**config.mk**
```make
export PLATFORM = sky130hd
export DESIGN_NAME = myb_fifo
export DESIGN_NICKNAME = d
export VERILOG_FILES = /design/src/myb_pkg.sv /design/src/myb_fifo.sv
export SDC_FILE = /design/constraint.sdc
export NUM_CORES = 1
export LEC_CHECK = 0
export ABC_AREA = 1
export BUFFER_PORTS_ARGS = -buffer_cell sky130_fd_sc_hd__buf_2
export CORE_MARGIN = 1
export CORE_UTILIZATION = 45
export CTS_BUF_LIST = sky130_fd_sc_hd__clkbuf_2 sky130_fd_sc_hd__clkbuf_4 sky130_fd_sc_hd__clkbuf_8
export DETAILED_ROUTE_END_ITERATION = 7
export PLACE_DENSITY = 0.61
export SYNTH_ARGS = -nofsm -noshare
export SYNTH_HDL_FRONTEND = slang
export SYNTH_SLANG_ARGS = --single-unit
```
**constraint.sdc**
```tcl
create_clock -name clk -period 6.9 [get_ports clk]
set_clock_uncertainty 0.1 [all_clocks]
set_input_delay 0.345 -clock clk [delete_from_list [all_inputs] [get_ports clk]]
set_output_delay 0.345 -clock clk [all_outputs]
set_load 0.01 [all_outputs]
```
**src/myb_pkg.sv**
```systemverilog
// ----------------------------------------------------------------------------
// myb_pkg: shared types and constants of the masked 4:2:0 blender
// Holds the item classification codes, the configuration register indexes,
// the queue entry layout and the 8-bit blend function.
// ----------------------------------------------------------------------------
package myb_pkg;

    typedef enum logic {
        OP_LUMA   = 1'b0,
        OP_CHROMA = 1'b1
    } op_t;

    localparam int CFG_IDX_W  = 2;
    localparam int CFG_DATA_W = 11;

    typedef enum logic [CFG_IDX_W-1:0] {
        REG_FRAME_WIDTH  = 2'd0,
        REG_FRAME_HEIGHT = 2'd1
    } cfg_reg_t;

    localparam logic [CFG_DATA_W-1:0] WIDTH_RESET  = 11'd320;
    localparam logic [CFG_DATA_W-1:0] HEIGHT_RESET = 11'd240;

    localparam logic [7:0] MASK_FULL = 8'd255;

    localparam int QUEUE_DEPTH = 4;
    localparam int QUEUE_PTR_W = 2;

    // One classified item, as it travels from the front to the back.
    typedef struct packed {
        op_t        kind;
        logic       wr;         // write a group sum
        logic       accum;      // add to the stored sum instead of overwriting
        logic       frame_end;
        logic [8:0] pair;       // mask sum of a horizontal pixel pair
        logic [7:0] mask;       // luma mask
        logic [7:0] a0;
        logic [7:0] b0;
        logic [7:0] a1;
        logic [7:0] b1;
    } item_t;

    function automatic logic [7:0] blend8(input logic [7:0] a, input logic [7:0] b,
                                          input logic [7:0] m);
        logic [15:0] pa;
        logic [15:0] pb;
        logic [15:0] s;
        pa = 16'(a) * 16'(m);
        pb = 16'(b) * 16'(MASK_FULL - m);
        s  = pa + pb;
        return s[15:8];
    endfunction

endpackage

```
**src/myb_fifo.sv**
```systemverilog
// ----------------------------------------------------------------------------
// myb_fifo: short queue between the front and the back
// Register-based first-in first-out queue of QUEUE_DEPTH entries.
// ----------------------------------------------------------------------------
module myb_fifo
    import myb_pkg::*;
#(
    parameter int WIDTH = 64
)
(
    input  logic             clk,
    input  logic             rst_n,
    input  logic             push,
    input  logic [WIDTH-1:0] push_data,
    output logic             full,
    input  logic             pop,
    output logic             head_valid,
    output logic [WIDTH-1:0] head_data
);

    logic [WIDTH-1:0]       slot_reg [QUEUE_DEPTH];
    logic [QUEUE_PTR_W-1:0] wr_ptr_reg;
    logic [QUEUE_PTR_W-1:0] rd_ptr_reg;
    logic [QUEUE_PTR_W:0]   count_reg;
    logic [QUEUE_PTR_W:0]   count_next;

    assign full       = (count_reg == (QUEUE_PTR_W + 1)'(QUEUE_DEPTH));
    assign head_valid = (count_reg != '0);
    assign head_data  = slot_reg[rd_ptr_reg];

    always_comb
    begin
        count_next = count_reg;
        if (push && !pop)
        begin
            count_next = count_reg + 1'b1;
        end
        else if (pop && !push)
        begin
            count_next = count_reg - 1'b1;
        end
    end

    always_ff @(posedge clk or negedge rst_n)
    begin
        if (!rst_n)
        begin
            wr_ptr_reg <= '0;
            rd_ptr_reg <= '0;
            count_reg  <= '0;
        end
        else
        begin
            count_reg <= count_next;
            if (push)
            begin
                wr_ptr_reg <= wr_ptr_reg + 1'b1;
            end
            if (pop)
            begin
                rd_ptr_reg <= rd_ptr_reg + 1'b1;
            end
        end
    end

    always_ff @(posedge clk)
    begin
        if (push)
        begin
            slot_reg[wr_ptr_reg] <= push_data;
        end
    end

endmodule

```
==> results.json, run 1 <==
{
  "layout-drive-gt1-share_pct": 25.07,
  "slew-limit-headroom_pct": 33.97,
  "grt_pass1_wl_mm": 31.78,
  "drt_iter0_markers": 341,
  "synth_most_common_cell": "edfxtp_1",
  "crit_top_cell": "buf_4",
  "htree_levels": 2,
  "dp_cells": 1213,
  "clkSinkCount": 263,
  "clk_latency_ps": 530,
  "ctsResizeCount": 0,
  "path_class": "reg2out",
  "design.die.area_um2": 24790,
  "final_nets": 1080,
  "status": "complete, no violations",
  "synth_seq_area_share_pct": 72.30,
  "synthArstFlopShare_pct": 2.662,
  "cts_tree": "yes",
  "r2r_setup_slack_ps": 3980,
  "end_kind": "output pin",
  "die_w_um": 157.5,
  "r2r-start": "rd_ptr_reg[1]",
  "worstPathCellList": "buf_4 -> clkinv_2 -> buf_4 -> o211ai_1 -> nand2_1 -> buf_2",
  "dp_hpwl_mm": 11.01,
  "synth_edf_count": 256,
  "seqPwrFrac_pct": 42.3,
  "ys_top_cells_by_count": "256 x edfxtp_1, 206 x nand2_1, 140 x inv_1",
  "slowest_delay_ps": 840,
  "cts.clk_slew.worst_paths_ps": 60,
  "io_pins": 134,
  "combPwrFrac_pct": 33.5,
  "die_y_um": 157.5,
  "vias": 6379,
  "maxCapViolCount": 0,
  "cp.arrival_ps": 3400,
  "worstMarginPinSlew_ps": 990.4,
  "grtUsageMet2_pct": 28.82,
  "start_util_pct": 46.06,
  "numCtsBuffers": 43,
  "diodes": 0,
  "synth_top_cell_area_share_pct": 70.69,
  "post_drt_wl_per_cell_um": 15.15,
  "layout_min_cycle_time_ps": 3849,
  "area_growth_pct": 20.51,
  "ys_top_cells_by_area": "edfxtp_1 71%, nand2_1 7.1%, o211ai_1 5.9%, o211ai_2 4.9%, inv_1 4.8%",
  "intPower_mw": 3.425,
  "clock_path_buffers": 3,
  "clockPowerShare_pct": 24.2,
  "p_per_area_nw_per_um2": 401.7,
  "busiest_layer": "met2",
  "largest_reg_flops": 256,
  "syn_area_um2": 10880,
  "leakagePower_nw": 5.348,
  "synthesis.nets": 870,
  "period_share_pct": 55.78,
  "via_per_inst": 4.704,
  "grtUsageMet1_pct": 20.80,
  "power.switching_mw": 1.840,
  "use_met3_pct": 4.102,
  "syn_avg_cell_area_um2": 13.66,
  "root_buffer": "clkbuf_8",
  "cp_data_required_time_ps": 6450,
  "ant_nets": 0,
  "globalplace.congestion": 0.7052,
  "startpoint_type": "flop",
  "report.final.slew_viol_count": 0,
  "cp_slowest_cell": "clkinv_2",
  "rsz0062_at_grt": "false",
  "antenna_found_initial": 0,
  "hold_path.class": "in2async",
  "finalSetupViolCount": 0,
  "max_freq_mhz": 259.8,
  "synthFlopType": "edfxtp_1",
  "grt_remaining_overflow": 0,
  "yosysWarnings": 0,
  "ys_seq_elements": 263,
  "grt_util_all_layers_pct": 16.84,
  "finalHoldViolations": 0,
  "p_sw_share_pct": 34.95,
  "drc": 0,
  "grt_max_degree": 81,
  "ir_drop_uv": 251.9,
  "rr_worst_depth": 4,
  "yosysTopAreaCell": "edfxtp_1",
  "setup_tns_ps": 0,
  "rows": 56,
  "synth_cell_type_count": 20,
  "numPortBuffers": 133,
  "routed_wl_mm": 20.54,
  "drtPass1Iterations": 5,
  "regToRegEndpoint": "rd_ptr_reg[1]",
  "synthCells": 796,
  "design.core.area_um2": 23610,
  "path_max_fanout": 65,
  "finalNonFillerCells": 1356,
  "grt_pass1_vias": 6219
}
[layout by cell type, fill, tap and decap left out, drive strengths merged]
master       Yosys  routed
dfrtp            7       7
fa               1       1
buf             43     142
nor3             1       1
xor2             3       3
dlygate4sd3      0      67
clkinv           0      11
clkbuf           1      66
nand2          206     206
nor2             1       1
o211ai         128     128
inv            140     139
o21ai            1       1
xnor2            1       1
nand3            1       1
edfxtp         256     256
ha               5       5
nand4            1       1
[power groups by stage]
stage / Sequential [mW] / Combinational (mW) / Clock [mW]
after floorplan: 2.20 / 1.36 / 0
after global placement: 2.25 / 1.77 / 0
after detailed placement: 2.26 / 1.78 / 0
after CTS: 2.23 / 1.81 / 1.31
after global routing: 2.26 / 1.99 / 1.38
final: 2.23 / 1.76 / 1.27
[per-stage QoR]
step	power [mW]	hold WS, ps	area (um^2)	util, %	setup slack (ps)
after floorplan	3.562	-50.59	10880	-	4467
after CTS	5.356	41.73	13110	55.51	2908
after global routing	5.626	75.97	13110	55.51	2774
after detailed placement	4.040	83.33	11620	49.21	3492
final	5.265	68.05	13110	55.51	3051
after global placement	4.020	84.45	11620	49.21	3549
[worst max path at each step]
stage	startpoint	endpoint	depth (start not counted)
finish	rd_ptr_reg[1]	head_data[38]	6
detailed placement	rd_ptr_reg[1]	head_data[38]	6
global placement	rd_ptr_reg[1]	head_data[38]	6
CTS	rd_ptr_reg[1]	head_data[38]	6
floorplan	wr_ptr_reg[0]	slot_reg[2][0]	4
global route	rd_ptr_reg[1]	head_data[38]	6
[layout make-up]
type	instances	area [um^2]
clock buffers	66	777.0
clock inverters	10	40.04
fillers	1974	10510
inverters	140	526.8
multi-input cells	349	2092
flip-flops and latches	263	7868
well taps	319	399.1
repair buffers	209	1404
[cell families after synthesis]
logic type	synth area share, %
AND/OR/NAND/NOR	7.294
flip-flops	72.30
buffers and inverters	8.467
XOR/XNOR	0.3222
AO/OA/AOI/OAI	10.86
adder cells (fa/ha/maj)	0.7593
[per-layer routing]
layer | wire length, um | share of wire, % | vias up
met1 | 8986 | 44 | 2996
met3 | 1111 | 5.4 | 44
met2 | 10010 | 49 | 147
met5 | 0 | 0 | -
li1 | - | - | 3192
met4 | 429 | 2.1 | 0
[critical path, delay by kind of cell, from the launching register on]
| family | cells | cell delay [ps] |
|---|---|---|
| flip-flops | 1 | 330 |
| buffers and inverters | 4 | 2220 |
| AO/OA/AOI/OAI | 1 | 180 |
| AND/OR/NAND/NOR | 1 | 90 |
[repair_timing]
action / CTS / global route
hold buffers: 67 / 0
endpoints found under the hold margin: 267 / 0
buffers inserted: 0 / 0
Note: power is estimated with default switching activity, not from simulation.
==> run 2, diff against run 1 <==
- ABC_AREA: 1 -> 0
- PLACE_DENSITY: 0.61 -> 0.65
- clock period: 6.9 -> 3.2 ns (I/O delays scaled with it)
==> run 2 against run 1 <==
  * Routed wire length down 15%
  * Sequential share of layout area up 5.1 points
  * Clock-buffer cell count shrank 13
  * Cell count shrank 33%
  * Setup slack got worse by 2600 ps
  * Critical path depth fell by 3
  * Combinational power rose by 56%
  * Register-to-register slack lost 2700 ps
  * First-iteration DRC count decreased by 48%
  * Largest cell class unchanged
  * Highest routed layer unchanged
==> results.json, run 2 <==
{
  "fin_area_um2": 12090,
  "drc": 0,
  "post_drt_wl_per_cell_um": 19.30,
  "antenna_found_initial": 0,
  "dp_hpwl_mm": 9.816,
  "layout_min_cycle_time_ps": 2758,
  "synth_top_cell_area_share_pct": 79.86,
  "yosysWarnings": 0,
  "ys_top_cells_by_area": "edfxtp_1 80%, mux4_2 15%, dfrtp_1 1.8%, ha_1 0.65%, buf_6 0.58%",
  "rsz0062_at_grt": "false",
  "grt_pass1_vias": 5165,
  "setup_tns_ps": 0,
  "slew-limit-headroom_pct": 31.22,
  "path_max_fanout": 40,
  "routed_wl_mm": 17.51,
  "diodes": 0,
  "ctsResizeCount": 0,
  "cp.arrival_ps": 2500,
  "synthArstFlopShare_pct": 2.662,
  "rr_worst_depth": 4,
  "grt_max_degree": 66,
  "clock_path_buffers": 3,
  "grt_pass1_wl_mm": 27.39,
  "end_kind": "output pin",
  "final_common_cell": "edfxtp_1",
  "die_w_um": 148.3,
  "die_y_um": 148.3,
  "start_util_pct": 45.79,
  "maxCapViolCount": 0,
  "report.final.slew_viol_count": 0,
  "htree_levels": 2,
  "synthFlopType": "edfxtp_1",
  "yosysTopAreaCell": "edfxtp_1",
  "synth_cell_type_count": 19,
  "synth_edf_count": 256,
  "ant_nets": 0,
  "hold_path.class": "in2reg",
  "hold_depth": 2,
  "via_per_inst": 5.072,
  "grt_util_all_layers_pct": 16.77,
  "io_pins": 134,
  "multi_input_area_um2": 1653,
  "clkSinkCount": 263,
  "cts.clk_slew.worst_paths_ps": 60,
  "worstMarginPinSlew_ps": 1032,
  "p_per_area_nw_per_um2": 856.5,
  "synthesis.nets": 442,
  "seq_area_um2": 7870,
  "area_growth_pct": 25.58,
  "syn_area_um2": 9625,
  "layout-drive-gt1-share_pct": 42.88,
  "synthCells": 368,
  "globalplace.congestion": 0.6842,
  "path_class": "reg2out",
  "place_area_um2": 10630,
  "synth_seq_area_share_pct": 81.68,
  "whs_ps": 278.7,
  "grt_remaining_overflow": 0,
  "drtPass1Iterations": 6,
  "ys_top_cells_by_count": "256 x edfxtp_1, 64 x mux4_2, 7 x dfrtp_1",
  "numCtsBuffers": 43,
  "max_freq_mhz": 362.6,
  "status": "complete, no violations",
  "largest_reg_flops": 256,
  "numPortBuffers": 133,
  "synth_most_common_cell": "edfxtp_1",
  "design.core.area_um2": 21020,
  "finalHoldViolations": 0,
  "nFillCells": 1579,
  "most-common-layout-cells": "256 x edfxtp_1, 133 x buf_2, 68 x dlygate4sd3_1",
  "syn_avg_cell_area_um2": 26.16,
  "startpoint_type": "flop",
  "drt_iter0_markers": 179,
  "root_buffer": "clkbuf_8",
  "period_share_pct": 86.19,
  "rows": 53,
  "cp_data_required_time_ps": 2940,
  "vias": 4600,
  "clk_latency_ps": 520,
  "leakagePower_nw": 4.219,
  "ir_drop_uv": 409.3,
  "ys_seq_elements": 263,
  "cts_tree": "yes",
  "final_nets": 680,
  "finalSetupViolCount": 0,
  "design.die.area_um2": 21980
}
[run 2: cell types whose count changed in the layout (fill, tap and decap cells not counted), moves of 11 or more]
cell,delta
o211ai_2,-43
o211ai_1,-85
mux4_2,+64
nand2_1,-204
clkbuf_4,-11
inv_1,-131
[run 2: stage by stage]
stage	cells	util (%)	worst slack (ps)	total power, mW
floorplan	368	-	550.5	6.719
global placement	768	50.57	905.8	7.741
detailed placement	768	50.57	900.0	7.813
CTS	907	57.50	317.3	10.55
global route	907	57.50	254.4	10.88
finish	907	57.50	442.1	10.35
[run 2: path summary, 6_finish.rpt]
check                         startpoint         endpoint  slack [ps]
setup reg to reg           wr_ptr_reg[0]  slot_reg[0][46]        1270
min in group asynchronous          rst_n    rd_ptr_reg[0]         530
setup / recovery           rd_ptr_reg[0]    head_data[58]         440
max in group asynchronous          rst_n    rd_ptr_reg[1]        2180
hold reg to reg             count_reg[2]     count_reg[2]         390
hold / removal              push_data[1]   slot_reg[0][1]         280
[run 2: report_power, final]
| group | internal [mW] | switching (mW) |
|---|---|---|
| clock network | 1.45 | 1.20 |
| registers | 4.51 | 0.440 |
| logic | 1.42 | 1.33 |
[run 2: per-layer routing]
metal / up-vias / GRT usage [%] / wire length (um) / share of wire [%]
met5: - / 0 / 0 / 0
met4: 0 / 5.928 / 394 / 2.3
met3: 35 / 4.110 / 870 / 5.0
met2: 125 / 29.18 / 9207 / 53
met1: 2382 / 20.42 / 7034 / 40
li1: 2058 / - / - / -
[run 2: cell type report]
cell class,count,share of cell area (%)
flip-flops and latches,263,65.11
multi-input cells,87,13.67
repair buffers,207,11.82
clock buffers,53,5.517
well taps,275,2.847
clock inverters,18,0.9109
inverters,4,0.1242
[run 2: logic make-up after synthesis]
kind of cell               synth area share (%)
xor gates and xnor gates                 0.5459
buffers and inverters                     1.248
and+or+nand+nor                          0.5200
DFF                                       81.68
adders and majority gates                0.8579
muxes                                     15.09
AOI/OAI and AO/OA                       0.05195
[run 2: what timing repair did]
item | 4_1_cts | 5_1_grt
hold buffers | 68 | 0
hold endpoints to repair | 268 | 0
buffers inserted | 0 | 0
[run 2: worst max-delay path, stage by stage, from the launching register on]
cell and delay (ps):
dfrtp_4 790, buf_12 390, mux4_2 570, buf_2 160
==> run 3, diff against run 2 <==
- clock period: 3.2 -> 2.2 ns (I/O delays scaled with it)
==> run 3 against run 2 <==
  * Global-route usage grew 0.24 points
  * Flip-flop and latch count did not move
  * First-iteration DRC count up 25%
  * Clock-buffer cell count grew 1
  * Total power rose by 56%
  * Critical endpoint is now head_data[1]
  * Largest power group unchanged
  * Sequential share of layout area shrank 2.7 points
  * Sequential power up 38%
  * Cell count up 2.4%
==> results.json, run 3 (synthesis gave the netlist of run 2 again) <==
{
  "final_core_util_pct": 60.00,
  "io_pins": 134,
  "p_per_area_nw_per_um2": 1279,
  "area_growth_pct": 31.03,
  "root_buffer": "clkbuf_8",
  "layout_min_cycle_time_ps": 2166,
  "design.die.area_um2": 21980,
  "cp.arrival_ps": 1960,
  "clockPowerShare_pct": 22.9,
  "grt_util_all_layers_pct": 17.01,
  "fin_area_um2": 12610,
  "path_max_fanout": 9,
  "p_sw_share_pct": 28.55,
  "antenna_found_initial": 1,
  "clkSinkCount": 263,
  "dp_cells": 777,
  "cts.clk_slew.worst_paths_ps": 50,
  "grtUsageMet1_pct": 21.18,
  "vias": 4701,
  "dp_hpwl_mm": 10.57,
  "routed_wl_mm": 19.01,
  "start_util_pct": 45.79,
  "grt_pass1_wl_mm": 27.89,
  "worstMarginPinSlew_ps": 473.3,
  "final_common_cell": "edfxtp_1",
  "grtUsageMet2_pct": 29.46,
  "most-common-layout-cells": "256 x edfxtp_1, 104 x buf_2, 68 x dlygate4sd3_1",
  "rsz0062_at_grt": "true",
  "via_per_inst": 5.060,
  "rows": 53,
  "finalPower_mw": 16.13,
  "use_met3_pct": 4.080,
  "hold_path.class": "in2reg",
  "grt_max_degree": 36,
  "die_y_um": 148.3,
  "finalHoldViolations": 0,
  "status": "complete, no violations",
  "period_share_pct": 98.44,
  "ant_nets": 0,
  "design.core.area_um2": 21020,
  "path_class": "reg2out",
  "power.switching_mw": 4.606,
  "layout-drive-gt1-share_pct": 44.10,
  "final_nets": 701,
  "startpoint_type": "flop",
  "whs_ps": 240.2,
  "leakagePower_nw": 4.441,
  "drtPass1Iterations": 4,
  "htree_levels": 2,
  "finalSetupViolCount": 0,
  "clk_latency_ps": 520,
  "combPwrFrac_pct": 34.7,
  "place_area_um2": 10790,
  "nFillCells": 1476,
  "max_freq_mhz": 461.8,
  "grt_pass1_vias": 5184,
  "report.final.slew_viol_count": 0,
  "clock_path_buffers": 3,
  "end_kind": "output pin",
  "numPortBuffers": 133,
  "numCtsBuffers": 42,
  "largest_reg_flops": 256,
  "intPower_mw": 11.53,
  "finalNonFillerCells": 929,
  "ir_drop_uv": 619.0,
  "die_w_um": 148.3,
  "busiest_layer": "met2",
  "grt_remaining_overflow": 0,
  "cp_data_required_time_ps": 1990,
  "drc": 0,
  "cts_tree": "yes",
  "seqPwrFrac_pct": 42.4,
  "drt_iter0_markers": 223,
  "maxCapViolCount": 0,
  "globalplace.congestion": 0.6848,
  "post_drt_wl_per_cell_um": 20.46,
  "slew-limit-headroom_pct": 68.44
}
## run 3: cell count changes in the layout (fill, tap and decap cells not counted), sizes merged
cell and delta:
buf +18, clkbuf +5, bufinv -1, diode +1
inv -1
## run 3: final cells by class
type / count / area [um^2] / area share (%)
clock buffer: 54 / 668.1 / 5.298
clock inverter: 16 / 66.31 / 0.5258
tap: 275 / 344.1 / 2.728
timing repair buffer: 229 / 1993 / 15.80
antenna: 1 / 2.502 / 0.01984
multi-input combinational: 87 / 1653 / 13.11
inverter: 4 / 15.01 / 0.1190
sequential: 263 / 7870 / 62.40
## run 3: through the flow
stage	setup TNS (ps)	setup slack, ps
final	0	34.41
after global routing	-1112	-39.27
after CTS	-1729	-66.42
after detailed placement	0	428.5
after global placement	0	487.4
after floorplan	0	245.4
## run 3: final timing paths
| kind | startpoint | end | slack [ps] | cells after the start |
|---|---|---|---|---|
| max | rd_ptr_reg[0] | head_data[1] | 30 | 4 |
| min reg2reg | count_reg[2] | count_reg[2] | 380 | 1 |
| min in group asynchronous | rst_n | wr_ptr_reg[1] | 490 | 3 |
| max reg2reg | wr_ptr_reg[0] | slot_reg[2][39] | 450 | 4 |
| max in group asynchronous | rst_n | rd_ptr_reg[0] | 1180 | 3 |
| min | push_data[2] | slot_reg[2][2] | 240 | 2 |
## run 3: what timing repair did
item                                    CTS  global route
gates cloned                              0             6
setup buffers                             0             7
resized for setup                        13            24
hold buffers                             68             0
endpoints found under the hold margin   268             0
endpoints found under the setup margin   49            64
## run 3: critical path, cell delays in order (launching register included)
cell       delay, ps
dfrtp_4          460
buf_12           140
clkbuf_16        180
mux4_2           530
buf_6            140
## run 3: power groups by stage
stage | Sequential [mW] | Combinational (mW) | Clock, mW
floorplan | 6.82 | 2.92 | 0
global placement | 6.92 | 4.49 | 0
detailed placement | 6.99 | 4.54 | 0
CTS | 6.90 | 4.86 | 3.79
global route | 6.91 | 6.00 | 4.00
finish | 6.83 | 5.60 | 3.70
## run 3: metal layers
metal / up-vias / part of all wire (%)
li1: 2102 / -
met5: - / 0
met3: 27 / 4.6
met4: 0 / 1.4
met1: 2433 / 42
met2: 139 / 52
