==> config.mk <==
export PLATFORM = sky130hd
export DESIGN_NAME = myb_front
export DESIGN_NICKNAME = d
export VERILOG_FILES = /design/src/myb_pkg.sv /design/src/myb_front.sv
export SDC_FILE = /design/constraint.sdc
export NUM_CORES = 1
export LEC_CHECK = 0
export ABC_AREA = 1
export BUFFER_PORTS_ARGS = -buffer_cell sky130_fd_sc_hd__buf_4
export CAP_MARGIN = 20
export CORE_ASPECT_RATIO = 1.2
export CORE_MARGIN = 2
export CORE_UTILIZATION = 65
export CTS_BUF_LIST = sky130_fd_sc_hd__clkbuf_8
export CTS_CLUSTER_DIAMETER = 200
export DETAILED_ROUTE_END_ITERATION = 10
export PLACE_DENSITY = 0.88
export SYNTH_ARGS = -nofsm -noshare
export SYNTH_HDL_FRONTEND = slang
export SYNTH_SLANG_ARGS = --single-unit
==> constraint.sdc <==
create_clock -name clk -period 17.83 [get_ports clk]
set_clock_uncertainty 0.2 [all_clocks]
set_input_delay 0.8915 -clock clk [delete_from_list [all_inputs] [get_ports clk]]
set_output_delay 0.8915 -clock clk [all_outputs]
set_load 0.005 [all_outputs]
==> src/myb_pkg.sv <==
// ----------------------------------------------------------------------------
// myb_pkg: shared types and constants of the masked 4:2:0 blender
// Holds the item classification codes, the configuration register indexes,
// the queue entry layout and the 8-bit blend function.
// ----------------------------------------------------------------------------
package myb_pkg;

    typedef enum logic {
        OP_LUMA   = 1'b0,
        OP_CHROMA = 1'b1
    } op_t;

    localparam int CFG_IDX_W  = 2;
    localparam int CFG_DATA_W = 11;

    typedef enum logic [CFG_IDX_W-1:0] {
        REG_FRAME_WIDTH  = 2'd0,
        REG_FRAME_HEIGHT = 2'd1
    } cfg_reg_t;

    localparam logic [CFG_DATA_W-1:0] WIDTH_RESET  = 11'd320;
    localparam logic [CFG_DATA_W-1:0] HEIGHT_RESET = 11'd240;

    localparam logic [7:0] MASK_FULL = 8'd255;

    localparam int QUEUE_DEPTH = 4;
    localparam int QUEUE_PTR_W = 2;

    // One classified item, as it travels from the front to the back.
    typedef struct packed {
        op_t        kind;
        logic       wr;         // write a group sum
        logic       accum;      // add to the stored sum instead of overwriting
        logic       frame_end;
        logic [8:0] pair;       // mask sum of a horizontal pixel pair
        logic [7:0] mask;       // luma mask
        logic [7:0] a0;
        logic [7:0] b0;
        logic [7:0] a1;
        logic [7:0] b1;
    } item_t;

    function automatic logic [7:0] blend8(input logic [7:0] a, input logic [7:0] b,
                                          input logic [7:0] m);
        logic [15:0] pa;
        logic [15:0] pb;
        logic [15:0] s;
        pa = 16'(a) * 16'(m);
        pb = 16'(b) * 16'(MASK_FULL - m);
        s  = pa + pb;
        return s[15:8];
    endfunction

endpackage

==> src/myb_front.sv <==
// ----------------------------------------------------------------------------
// myb_front: item intake and classification
// Tracks the luma position, the pending left-pixel mask and the chroma index,
// and turns each accepted item into a queue entry with its group address.
// ----------------------------------------------------------------------------
module myb_front
    import myb_pkg::*;
#(
    parameter int MAX_WIDTH  = 1024,
    parameter int MAX_HEIGHT = 1024
)
(
    input  logic                  clk,
    input  logic                  rst_n,
    input  logic [CFG_DATA_W-1:0] frame_width,
    input  logic [CFG_DATA_W-1:0] frame_height,
    input  logic                  in_valid,
    output logic                  in_stall,
    input  logic                  op,
    input  logic [7:0]            luma_a,
    input  logic [7:0]            luma_b,
    input  logic [7:0]            mask_value,
    input  logic [7:0]            u_a,
    input  logic [7:0]            u_b,
    input  logic [7:0]            v_a,
    input  logic [7:0]            v_b,
    input  logic                  q_full,
    output logic                  push,
    output item_t                 push_item,
    output logic [((MAX_WIDTH/2)*(MAX_HEIGHT/2) > 1 ?
                   $clog2((MAX_WIDTH/2)*(MAX_HEIGHT/2)) : 1)-1:0] push_addr
);

    localparam int GROUP_DEPTH = (MAX_WIDTH / 2) * (MAX_HEIGHT / 2);
    localparam int ADDR_W      = (GROUP_DEPTH > 1) ? $clog2(GROUP_DEPTH) : 1;
    localparam int WD_W        = $clog2(MAX_WIDTH + 1);
    localparam int HD_W        = $clog2(MAX_HEIGHT + 1);
    localparam int COL_W       = $clog2(MAX_WIDTH);
    localparam int ROW_W       = $clog2(MAX_HEIGHT);

    logic [WD_W-1:0]   w;
    logic [HD_W-1:0]   h;
    logic [WD_W-2:0]   w2;
    logic [HD_W-2:0]   h2;
    logic [ADDR_W:0]   total;

    logic [COL_W-1:0]  col_reg;
    logic [COL_W-1:0]  col_next;
    logic [ROW_W-1:0]  row_reg;
    logic [ROW_W-1:0]  row_next;
    logic [7:0]        pending_reg;
    logic [7:0]        pending_next;
    logic [ADDR_W-1:0] chroma_reg;
    logic [ADDR_W-1:0] chroma_next;

    logic [COL_W-1:0]  col_eff;
    logic [ROW_W-1:0]  row_eff;
    logic              store_ok;
    logic [ADDR_W-1:0] group_addr;
    logic [WD_W-1:0]   col_inc;
    logic [HD_W-1:0]   row_inc;
    logic [ADDR_W-1:0] ci_eff;
    logic [ADDR_W:0]   ci_inc;
    logic              last_group;

    // Saturate the frame size to the supported range.
    always_comb
    begin
        if (frame_width < 11'd2)
        begin
            w = WD_W'(2);
        end
        else if (32'(frame_width) > MAX_WIDTH)
        begin
            w = WD_W'(MAX_WIDTH);
        end
        else
        begin
            w = WD_W'(frame_width);
        end
        if (frame_height < 11'd2)
        begin
            h = HD_W'(2);
        end
        else if (32'(frame_height) > MAX_HEIGHT)
        begin
            h = HD_W'(MAX_HEIGHT);
        end
        else
        begin
            h = HD_W'(frame_height);
        end
    end

    assign w2    = w[WD_W-1:1];
    assign h2    = h[HD_W-1:1];
    assign total = (ADDR_W + 1)'(w2) * (ADDR_W + 1)'(h2);

    assign push     = in_valid && !q_full;
    assign in_stall = q_full;

    // Luma position and group address; restart a position left beyond the frame.
    always_comb
    begin
        if (row_reg >= h || col_reg >= w)
        begin
            row_eff = '0;
            col_eff = '0;
        end
        else
        begin
            row_eff = row_reg;
            col_eff = col_reg;
        end
        store_ok   = ((col_eff >> 1) < w2) && ((row_eff >> 1) < h2);
        group_addr = ADDR_W'(row_eff >> 1) * ADDR_W'(w2) + ADDR_W'(col_eff >> 1);
        col_inc    = WD_W'(col_eff) + 1'b1;
        row_inc    = HD_W'(row_eff) + 1'b1;
        if (col_inc >= w)
        begin
            col_next = '0;
            row_next = (row_inc >= h) ? '0 : ROW_W'(row_inc);
        end
        else
        begin
            col_next = COL_W'(col_inc);
            row_next = row_eff;
        end
    end

    // Chroma index with wrap at the end of the quarter-size plane.
    always_comb
    begin
        ci_eff      = (chroma_reg >= total) ? '0 : chroma_reg;
        ci_inc      = {1'b0, ci_eff} + 1'b1;
        last_group  = (ci_inc >= total);
        chroma_next = last_group ? '0 : ci_inc[ADDR_W-1:0];
    end

    assign pending_next = (store_ok && !col_eff[0]) ? mask_value : pending_reg;

    always_comb
    begin
        push_item = '0;
        push_addr = '0;
        if (op_t'(op) == OP_CHROMA)
        begin
            push_item.kind      = OP_CHROMA;
            push_item.frame_end = last_group;
            push_item.a0        = u_a;
            push_item.b0        = u_b;
            push_item.a1        = v_a;
            push_item.b1        = v_b;
            push_addr           = ci_eff;
        end
        else
        begin
            push_item.kind  = OP_LUMA;
            push_item.wr    = store_ok && col_eff[0];
            push_item.accum = row_eff[0];
            push_item.pair  = {1'b0, pending_reg} + {1'b0, mask_value};
            push_item.mask  = mask_value;
            push_item.a0    = luma_a;
            push_item.b0    = luma_b;
            push_addr       = group_addr;
        end
    end

    always_ff @(posedge clk or negedge rst_n)
    begin
        if (!rst_n)
        begin
            col_reg     <= '0;
            row_reg     <= '0;
            pending_reg <= '0;
            chroma_reg  <= '0;
        end
        else if (push)
        begin
            if (op_t'(op) == OP_CHROMA)
            begin
                chroma_reg <= chroma_next;
            end
            else
            begin
                col_reg     <= col_next;
                row_reg     <= row_next;
                pending_reg <= pending_next;
            end
        end
    end

endmodule

==> metrics.txt, run 1 <==
# TYPE chip_impl_metric gauge
chip_impl_metric{name="timing.hold.ws",unit="ps"} 334
chip_impl_metric{name="htree_levels",unit=""} 2
chip_impl_metric{name="ctsHoldBuffers",unit=""} 0
chip_impl_info{name="cts_root_buffer",value="sky130_fd_sc_hd__clkbuf_8"} 1
chip_impl_info{name="slowest_stage",value="sky130_fd_sc_hd__nor2_1"} 1
chip_impl_metric{name="die-width",unit="um"} 128
chip_impl_info{name="mostFrequentLayoutCells",value="387 x sky130_fd_sc_hd__nand2_1, 299 x sky130_fd_sc_hd__inv_1, 224 x sky130_fd_sc_hd__nor2_1"} 1
chip_impl_metric{name="sequential_fraction_of_the_synthesis_area",unit="%"} 9.59
chip_impl_metric{name="async_reset_ff_share",unit="%"} 100
chip_impl_metric{name="r2r_slack",unit="ps"} 10920
chip_impl_metric{name="count_of_max_cap_constraint_violations",unit=""} 0
chip_impl_metric{name="drt_pre_antenna_iters",unit=""} 5
chip_impl_metric{name="cts.sink_count",unit=""} 46
chip_impl_metric{name="synth-warning-count",unit=""} 0
chip_impl_metric{name="post_route_cells_drive_above_1_share",unit="%"} 11.2
chip_impl_info{name="critPathLaunchType",value="primary input"} 1
chip_impl_metric{name="synth_edf_count",unit=""} 0
chip_impl_metric{name="critical_path_arrival",unit="ps"} 11470
chip_impl_metric{name="critical_path.max_stage_delay",unit="ps"} 770
chip_impl_metric{name="netlist_area",unit="um2"} 12000
chip_impl_metric{name="clk_transition_reported_paths",unit="ps"} 110
chip_impl_metric{name="core_area",unit="um2"} 18100
chip_impl_metric{name="fp.dieArea",unit="um2"} 19600
chip_impl_metric{name="setup-tns-final",unit="ps"} 0
chip_impl_metric{name="maximum_number_of_pins_on_one_net_before_global_route_repair",unit=""} 60
chip_impl_metric{name="gp_routability_congestion",unit=""} 1.02
chip_impl_metric{name="grt_util_all_layers",unit="%"} 36.5
chip_impl_metric{name="layout_cells_excl_fill",unit=""} 2037
chip_impl_info{name="crit_top_cell",value="sky130_fd_sc_hd__nand2_1"} 1
chip_impl_metric{name="grt_first_pass_wirelength",unit="mm"} 56.6
chip_impl_metric{name="num_antenna_cells",unit=""} 0
chip_impl_metric{name="finalSetupViolCount",unit=""} 0
chip_impl_metric{name="period_utilization_post_route",unit="%"} 70.5
chip_impl_metric{name="grt_antenna_before_repair",unit=""} 0
chip_impl_metric{name="timing.critical_path.fanout_max",unit=""} 23
chip_impl_metric{name="ant_nets",unit=""} 0
chip_impl_metric{name="largest_register_ffs",unit=""} 18
chip_impl_metric{name="detailroute.via_count",unit=""} 11708
chip_impl_metric{name="placement.io_buffers",unit=""} 155
chip_impl_info{name="worst_setup_path_endpoint",value="push_item[49]"} 1
chip_impl_info{name="min_path_type",value="reg2reg"} 1
chip_impl_metric{name="synth.lib_cells_used.distinct",unit=""} 53
chip_impl_metric{name="fmaxAchievable",unit="MHz"} 79.6
chip_impl_metric{name="synthesis.area_per_instance",unit="um2"} 7.13
chip_impl_metric{name="final_nets",unit=""} 2224
chip_impl_metric{name="viasPerCell",unit=""} 5.75
chip_impl_metric{name="ys_ff_latch",unit=""} 46
chip_impl_metric{name="power.ir.vdd_worst",unit="uV"} 61.5
chip_impl_metric{name="postRouteWirelength",unit="mm"} 34.8
chip_impl_metric{name="routed_wire_length_per_instance",unit="um"} 17.1
chip_impl_metric{name="placementRows",unit=""} 54
chip_impl_metric{name="synthesis.instances",unit=""} 1683
chip_impl_metric{name="worst_slew_margin_rel",unit="%"} 27.5
chip_impl_metric{name="multiInputGateArea",unit="um2"} 9510
chip_impl_info{name="run_status",value="complete, no violations"} 1
chip_impl_info{name="r2r_start",value="col_reg[2]$_DFFE_PN0P_"} 1
chip_impl_metric{name="setup_slack_of_the_critical_path_after_layout",unit="ps"} 5270
chip_impl_metric{name="hpwl",unit="mm"} 28.7
chip_impl_metric{name="design.portCount",unit=""} 156
chip_impl_info{name="grt_setup_unrepaired",value="no"} 1
chip_impl_metric{name="initial_core_util",unit="%"} 66.3
chip_impl_metric{name="area_delta_synth_final",unit="%"} 12.1
chip_impl_metric{name="first_iter_violations",unit=""} 930
chip_impl_metric{name="total_global_routing_overflow",unit=""} 0
chip_impl_info{name="reg2reg_to",value="row_reg[3]$_DFFE_PN0P_"} 1
chip_impl_metric{name="pre_cts_slack",unit="ps"} 5410
chip_impl_metric{name="cts_buffers",unit=""} 5
chip_impl_metric{name="worst_r2r_path_depth",unit=""} 27
chip_impl_metric{name="finalMaxSlewViolations",unit=""} 0
chip_impl_metric{name="ctsResizeCount",unit=""} 0
chip_impl_info{name="postSynth.topFlopCell",value="sky130_fd_sc_hd__dfrtp_1"} 1
chip_impl_info{name="cp-startpoint",value="frame_width[4]"} 1
chip_impl_metric{name="n_fill_cell",unit=""} 1448
chip_impl_metric{name="tightestPinTransition",unit="ps"} 1060
chip_impl_metric{name="hold_violations",unit=""} 0
chip_impl_metric{name="final_core_utilization",unit="%"} 74.3
chip_impl_metric{name="required",unit="ps"} 16740
chip_impl_metric{name="shortest_period_the_worst_path_allows",unit="ps"} 12560
chip_impl_info{name="hp-start",value="chroma_reg[0]$_DFFE_PN0P_"} 1
chip_impl_metric{name="clock_insertion_delay_worst_skew",unit="ps"} 350
chip_impl_metric{name="powerDensity",unit="nW/um2"} 88.5
chip_impl_metric{name="post_cts_buffers",unit=""} 0
chip_impl_metric{name="register_area",unit="um2"} 1150
chip_impl_metric{name="cellLeakagePower",unit="nW"} 7.84
chip_impl_metric{name="synth_net_count",unit=""} 2095
chip_impl_metric{name="first_global_vias",unit=""} 11796
chip_impl_metric{name="place.detailed.instances",unit=""} 2028
chip_impl_info{name="cts_tree",value="built"} 1
chip_impl_info{name="timing.critical_path.to_type",value="output pin"} 1
chip_impl_info{name="layout_commonest_cell",value="sky130_fd_sc_hd__nand2_1"} 1
chip_impl_info{name="path_class",value="in2out"} 1
chip_impl_metric{name="die_height",unit="um"} 153
chip_impl_metric{name="detail_route.drc_violations",unit=""} 0
chip_impl_metric{name="max-clock-path-buffers",unit=""} 2
[cells in the mapped netlist (all sizes together) (3+ instances only)]
library cell / number / area (um2)
xnor2: 20 / 175
o21a: 3 / 22.5
o21ai: 60 / 300
inv: 302 / 1140
ha: 206 / 2580
or2: 6 / 37.5
buf: 7 / 55.0
nand3: 42 / 230
dfrtp: 46 / 1150
and3: 3 / 18.8
a31oi: 3 / 18.8
nand3b: 4 / 30.0
a21o: 8 / 60.1
nor4: 8 / 56.3
nand2: 393 / 1500
clkinv: 5 / 18.8
nor2: 233 / 902
xor2: 29 / 262
fa: 123 / 2460
nor3: 13 / 70.1
o22ai: 19 / 119
o21bai: 4 / 30.0
a211oi: 3 / 22.5
a221oi: 3 / 26.3
nand4: 14 / 87.6
clkbuf: 33 / 124
a21oi: 79 / 399
[per-stage QoR]
stage | total power, mW | instance area [um2]
2_1_floorplan | 0.797 | 12000
3_3_place_gp | 1.05 | 13300
3_5_place_dp | 1.08 | 13300
4_1_cts | 1.18 | 13400
5_1_grt | 1.31 | 13400
6_report | 1.19 | 13400
[metal layers]
layer | vias to the layer above | share of wire, % | global-route usage, %
li1 | 5556 | - | -
met1 | 5357 | 38 | 45.3
met2 | 660 | 48 | 60.9
met3 | 135 | 9.3 | 7.18
met4 | 0 | 5.3 | 17.6
met5 | - | 0 | 0
[cell type report]
cell class              instances  share of cell area, %
clock buffers                   5                  0.512
flip-flops and latches         46                   8.56
inverters                     307                   8.59
multi-input cells            1290                   70.8
repair buffers                162                   9.19
well taps                     224                   2.08
clock inverters                 3                  0.298
[report_power, final]
| part | switching, mW | internal (mW) | total (mW) |
|---|---|---|---|
| Clock | 0.0485 | 0.0415 | 0.0900 |
| Combinational | 0.569 | 0.365 | 0.934 |
| Sequential | 0.0295 | 0.136 | 0.166 |
| Total | 0.647 | 0.542 | 1.19 |
[cells by family (layout without fill, tap and decap cells)]
logic type	after synthesis	after routing	synth area share (%)
compound gates	194	194	9.14
xor+xnor	49	49	3.64
fa+ha+maj	329	329	42.0
buf+inv	347	477	11.1
flops	46	46	9.59
simple gates	718	718	24.5
[critical path, delay by kind of cell]
kind | cells | cell delay [ps]
xor+xnor | 1 | 230
compound gates | 7 | 1260
simple gates | 26 | 4290
fa+ha+maj | 9 | 3390
buf+inv | 10 | 1390
[how the worst min path moves through the flow]
stage,endpoint,cells past startpoint
2_1_floorplan,row_reg[0]$_DFFE_PN0P_,2
3_3_place_gp,row_reg[0]$_DFFE_PN0P_,2
3_5_place_dp,row_reg[0]$_DFFE_PN0P_,2
4_1_cts,row_reg[0]$_DFFE_PN0P_,2
5_1_grt,pending_reg[3]$_DFFE_PN0P_,2
6_report,chroma_reg[0]$_DFFE_PN0P_,2
Note: power is estimated with default switching activity, not from simulation.
==> inputs of run 2 (changes only) <==
--- a/config.mk
+++ b/config.mk
@@ -10,11 +10,11 @@
 export CAP_MARGIN = 20
 export CORE_ASPECT_RATIO = 1.2
 export CORE_MARGIN = 2
-export CORE_UTILIZATION = 65
+export CORE_UTILIZATION = 56
 export CTS_BUF_LIST = sky130_fd_sc_hd__clkbuf_8
 export CTS_CLUSTER_DIAMETER = 200
 export DETAILED_ROUTE_END_ITERATION = 10
-export PLACE_DENSITY = 0.88
+export PLACE_DENSITY = 0.81
 export SYNTH_ARGS = -nofsm -noshare
 export SYNTH_HDL_FRONTEND = slang
 export SYNTH_SLANG_ARGS = --single-unit
==> constraint.sdc (replaced) <==
create_clock -name clk -period 10.48 [get_ports clk]
set_clock_uncertainty 0.2 [all_clocks]
set_input_delay 0.524 -clock clk [delete_from_list [all_inputs] [get_ports clk]]
set_output_delay 0.524 -clock clk [all_outputs]
set_load 0.005 [all_outputs]
==> run 2 against run 1 <==
  * Critical path type unchanged
  * Hold slack worse by 330 ps
  * Routed wire length is 4.4% higher
  * Global-route usage is 3.6 points lower
  * Cell count is 4.7% higher
==> metrics.txt, run 2 (same netlist as run 1, synthesis figures left out) <==
# TYPE chip_impl_metric gauge
chip_impl_info{name="run_status",value="complete, no violations"} 1
chip_impl_metric{name="finalMaxSlewViolations",unit=""} 0
chip_impl_metric{name="largest_register_ffs",unit=""} 18
chip_impl_metric{name="clk_transition_reported_paths",unit="ps"} 110
chip_impl_metric{name="maximum_number_of_pins_on_one_net_before_global_route_repair",unit=""} 60
chip_impl_metric{name="layout_cells_excl_fill",unit=""} 2133
chip_impl_metric{name="final_nets",unit=""} 2274
chip_impl_metric{name="placement.io_buffers",unit=""} 155
chip_impl_metric{name="fmaxAchievable",unit="MHz"} 97.9
chip_impl_info{name="cts_root_buffer",value="sky130_fd_sc_hd__clkbuf_8"} 1
chip_impl_metric{name="place.detailed.instances",unit=""} 2107
chip_impl_metric{name="r2r_slack",unit="ps"} 4020
chip_impl_metric{name="gp_routability_congestion",unit=""} 0.974
chip_impl_metric{name="num_antenna_cells",unit=""} 0
chip_impl_info{name="reg2reg_to",value="row_reg[1]$_DFFE_PN0P_"} 1
chip_impl_metric{name="routed_wire_length_per_instance",unit="um"} 17.0
chip_impl_metric{name="max-clock-path-buffers",unit=""} 2
chip_impl_metric{name="critical_path.max_stage_delay",unit="ps"} 570
chip_impl_metric{name="initial_core_util",unit="%"} 57.2
chip_impl_metric{name="first_iter_violations",unit=""} 965
chip_impl_info{name="grt-busiest-layer",value="met2"} 1
chip_impl_metric{name="postRouteWirelength",unit="mm"} 36.3
chip_impl_info{name="critPathLaunchType",value="primary input"} 1
chip_impl_info{name="slowest_stage",value="sky130_fd_sc_hd__fa_2"} 1
chip_impl_info{name="grt_setup_unrepaired",value="yes"} 1
chip_impl_metric{name="hold_violations",unit=""} 0
chip_impl_metric{name="core_area",unit="um2"} 21000
chip_impl_metric{name="gr-usage-met1",unit="%"} 41.6
chip_impl_info{name="path_class",value="in2out"} 1
chip_impl_metric{name="stdcell_area",unit="um2"} 14200
chip_impl_metric{name="hpwl",unit="mm"} 29.8
chip_impl_metric{name="htree_levels",unit=""} 2
chip_impl_info{name="layout_commonest_cell",value="sky130_fd_sc_hd__nand2_1"} 1
chip_impl_info{name="cts_tree",value="built"} 1
chip_impl_metric{name="area_delta_synth_final",unit="%"} 18.1
chip_impl_metric{name="power.ir.vdd_worst",unit="uV"} 87.3
chip_impl_metric{name="first_global_vias",unit=""} 11712
chip_impl_metric{name="die_height",unit="um"} 164
chip_impl_metric{name="worst_slew_margin_rel",unit="%"} 31.4
chip_impl_metric{name="fp.dieArea",unit="um2"} 22600
chip_impl_metric{name="viasPerCell",unit=""} 5.53
chip_impl_metric{name="shortest_period_the_worst_path_allows",unit="ps"} 10210
chip_impl_info{name="min_path_type",value="in2async"} 1
chip_impl_metric{name="clock_insertion_delay_worst_skew",unit="ps"} 340
chip_impl_metric{name="placementRows",unit=""} 58
chip_impl_metric{name="design.portCount",unit=""} 156
chip_impl_metric{name="final_core_utilization",unit="%"} 67.6
chip_impl_metric{name="period_utilization_post_route",unit="%"} 97.5
chip_impl_metric{name="grtUsageMet2",unit="%"} 55.6
chip_impl_metric{name="grt_antenna_before_repair",unit=""} 0
chip_impl_metric{name="setup_slack_of_the_critical_path_after_layout",unit="ps"} 265
chip_impl_metric{name="cellLeakagePower",unit="nW"} 8.11
chip_impl_metric{name="worst_r2r_path_depth",unit=""} 25
chip_impl_info{name="mostFrequentLayoutCells",value="375 x sky130_fd_sc_hd__nand2_1, 293 x sky130_fd_sc_hd__inv_1, 208 x sky130_fd_sc_hd__buf_4"} 1
chip_impl_metric{name="ctsHoldBuffers",unit=""} 0
chip_impl_info{name="timing.critical_path.to_type",value="output pin"} 1
chip_impl_metric{name="required",unit="ps"} 9760
chip_impl_metric{name="grt_util_all_layers",unit="%"} 32.9
chip_impl_metric{name="placed_area",unit="um2"} 13600
chip_impl_metric{name="pre_cts_slack",unit="ps"} 55.8
chip_impl_metric{name="ant_nets",unit=""} 0
chip_impl_metric{name="post_route_cells_drive_above_1_share",unit="%"} 16.7
chip_impl_metric{name="count_of_max_cap_constraint_violations",unit=""} 0
chip_impl_metric{name="finalSetupViolCount",unit=""} 0
chip_impl_metric{name="cts.sink_count",unit=""} 46
chip_impl_metric{name="setup-tns-final",unit="ps"} 0
chip_impl_metric{name="gr-usage-met3",unit="%"} 4.57
chip_impl_metric{name="detailroute.via_count",unit=""} 11804
chip_impl_info{name="crit_top_cell",value="sky130_fd_sc_hd__nand2_1"} 1
chip_impl_metric{name="tightestPinTransition",unit="ps"} 1000
chip_impl_metric{name="die-width",unit="um"} 138
chip_impl_metric{name="cts_buffers",unit=""} 5
chip_impl_metric{name="drt_pre_antenna_iters",unit=""} 8
chip_impl_info{name="r2r_start",value="row_reg[2]$_DFFE_PN0P_"} 1
chip_impl_metric{name="detail_route.drc_violations",unit=""} 0
chip_impl_metric{name="total_global_routing_overflow",unit=""} 0
chip_impl_metric{name="grt_first_pass_wirelength",unit="mm"} 57.7
chip_impl_metric{name="p_total",unit="mW"} 2.09
chip_impl_metric{name="timing.hold.ws",unit="ps"} 0.754
chip_impl_metric{name="critical_path_arrival",unit="ps"} 9490
chip_impl_metric{name="timing.critical_path.fanout_max",unit=""} 8
chip_impl_metric{name="powerDensity",unit="nW/um2"} 148
-- run 2: cell types whose count changed in the layout (fill, tap and decap cells not counted), sizes merged --
cell      delta
buf         +50
clkinvlp     +1
clkinv       -3
inv          +2
-- run 2: layer usage --
metal / up-vias / routed length (um)
met1: 5516 / 14300
met5: - / 0
met2: 527 / 17500
met4: 0 / 1800
li1: 5653 / -
met3: 108 / 2700
-- run 2: layout make-up --
type                       count  area [um2]
fill                        1788        6810
clock inverter                 3        37.5
inverter                     307        1160
tap                          270         338
sequential                    46        1150
clock buffer                   5        68.8
multi-input combinational   1290        9790
timing repair buffer         212        1620
-- run 2: worst max-delay path by stage --
stage | start | endpoint | slack (ps) | cells after the start
after floorplan | frame_width[6] | push_item[49] | 330 | 60
after global placement | frame_width[4] | push_item[49] | 310 | 54
after detailed placement | frame_width[4] | push_item[49] | 60 | 56
after CTS | frame_width[6] | push_item[49] | 30 | 56
after global routing | frame_width[4] | push_item[49] | -280 | 54
final | frame_width[6] | push_item[49] | 270 | 53
-- run 2: power breakdown --
| group | leakage (nW) | total, mW | switching, mW | internal, mW |
|---|---|---|---|---|
| clock | 0.0607 | 0.144 | 0.0743 | 0.0698 |
| sequential | 0.603 | 0.287 | 0.0555 | 0.232 |
| combinational | 7.45 | 1.66 | 0.993 | 0.667 |
| total | 8.11 | 2.09 | 1.12 | 0.968 |
-- run 2: worst max-delay path: cells and delay by family --
family	cells	cell delay (ps)
fa+ha+maj	8	3570
simple gates	29	3480
compound gates	5	810
buf+inv	9	650
xor+xnor	2	420
-- run 2: timing repair --
item / 4_1_cts / 5_1_grt
endpoints found under the setup margin: 0 / 22
buffers inserted: 0 / 17
gates resized for setup: 0 / 81
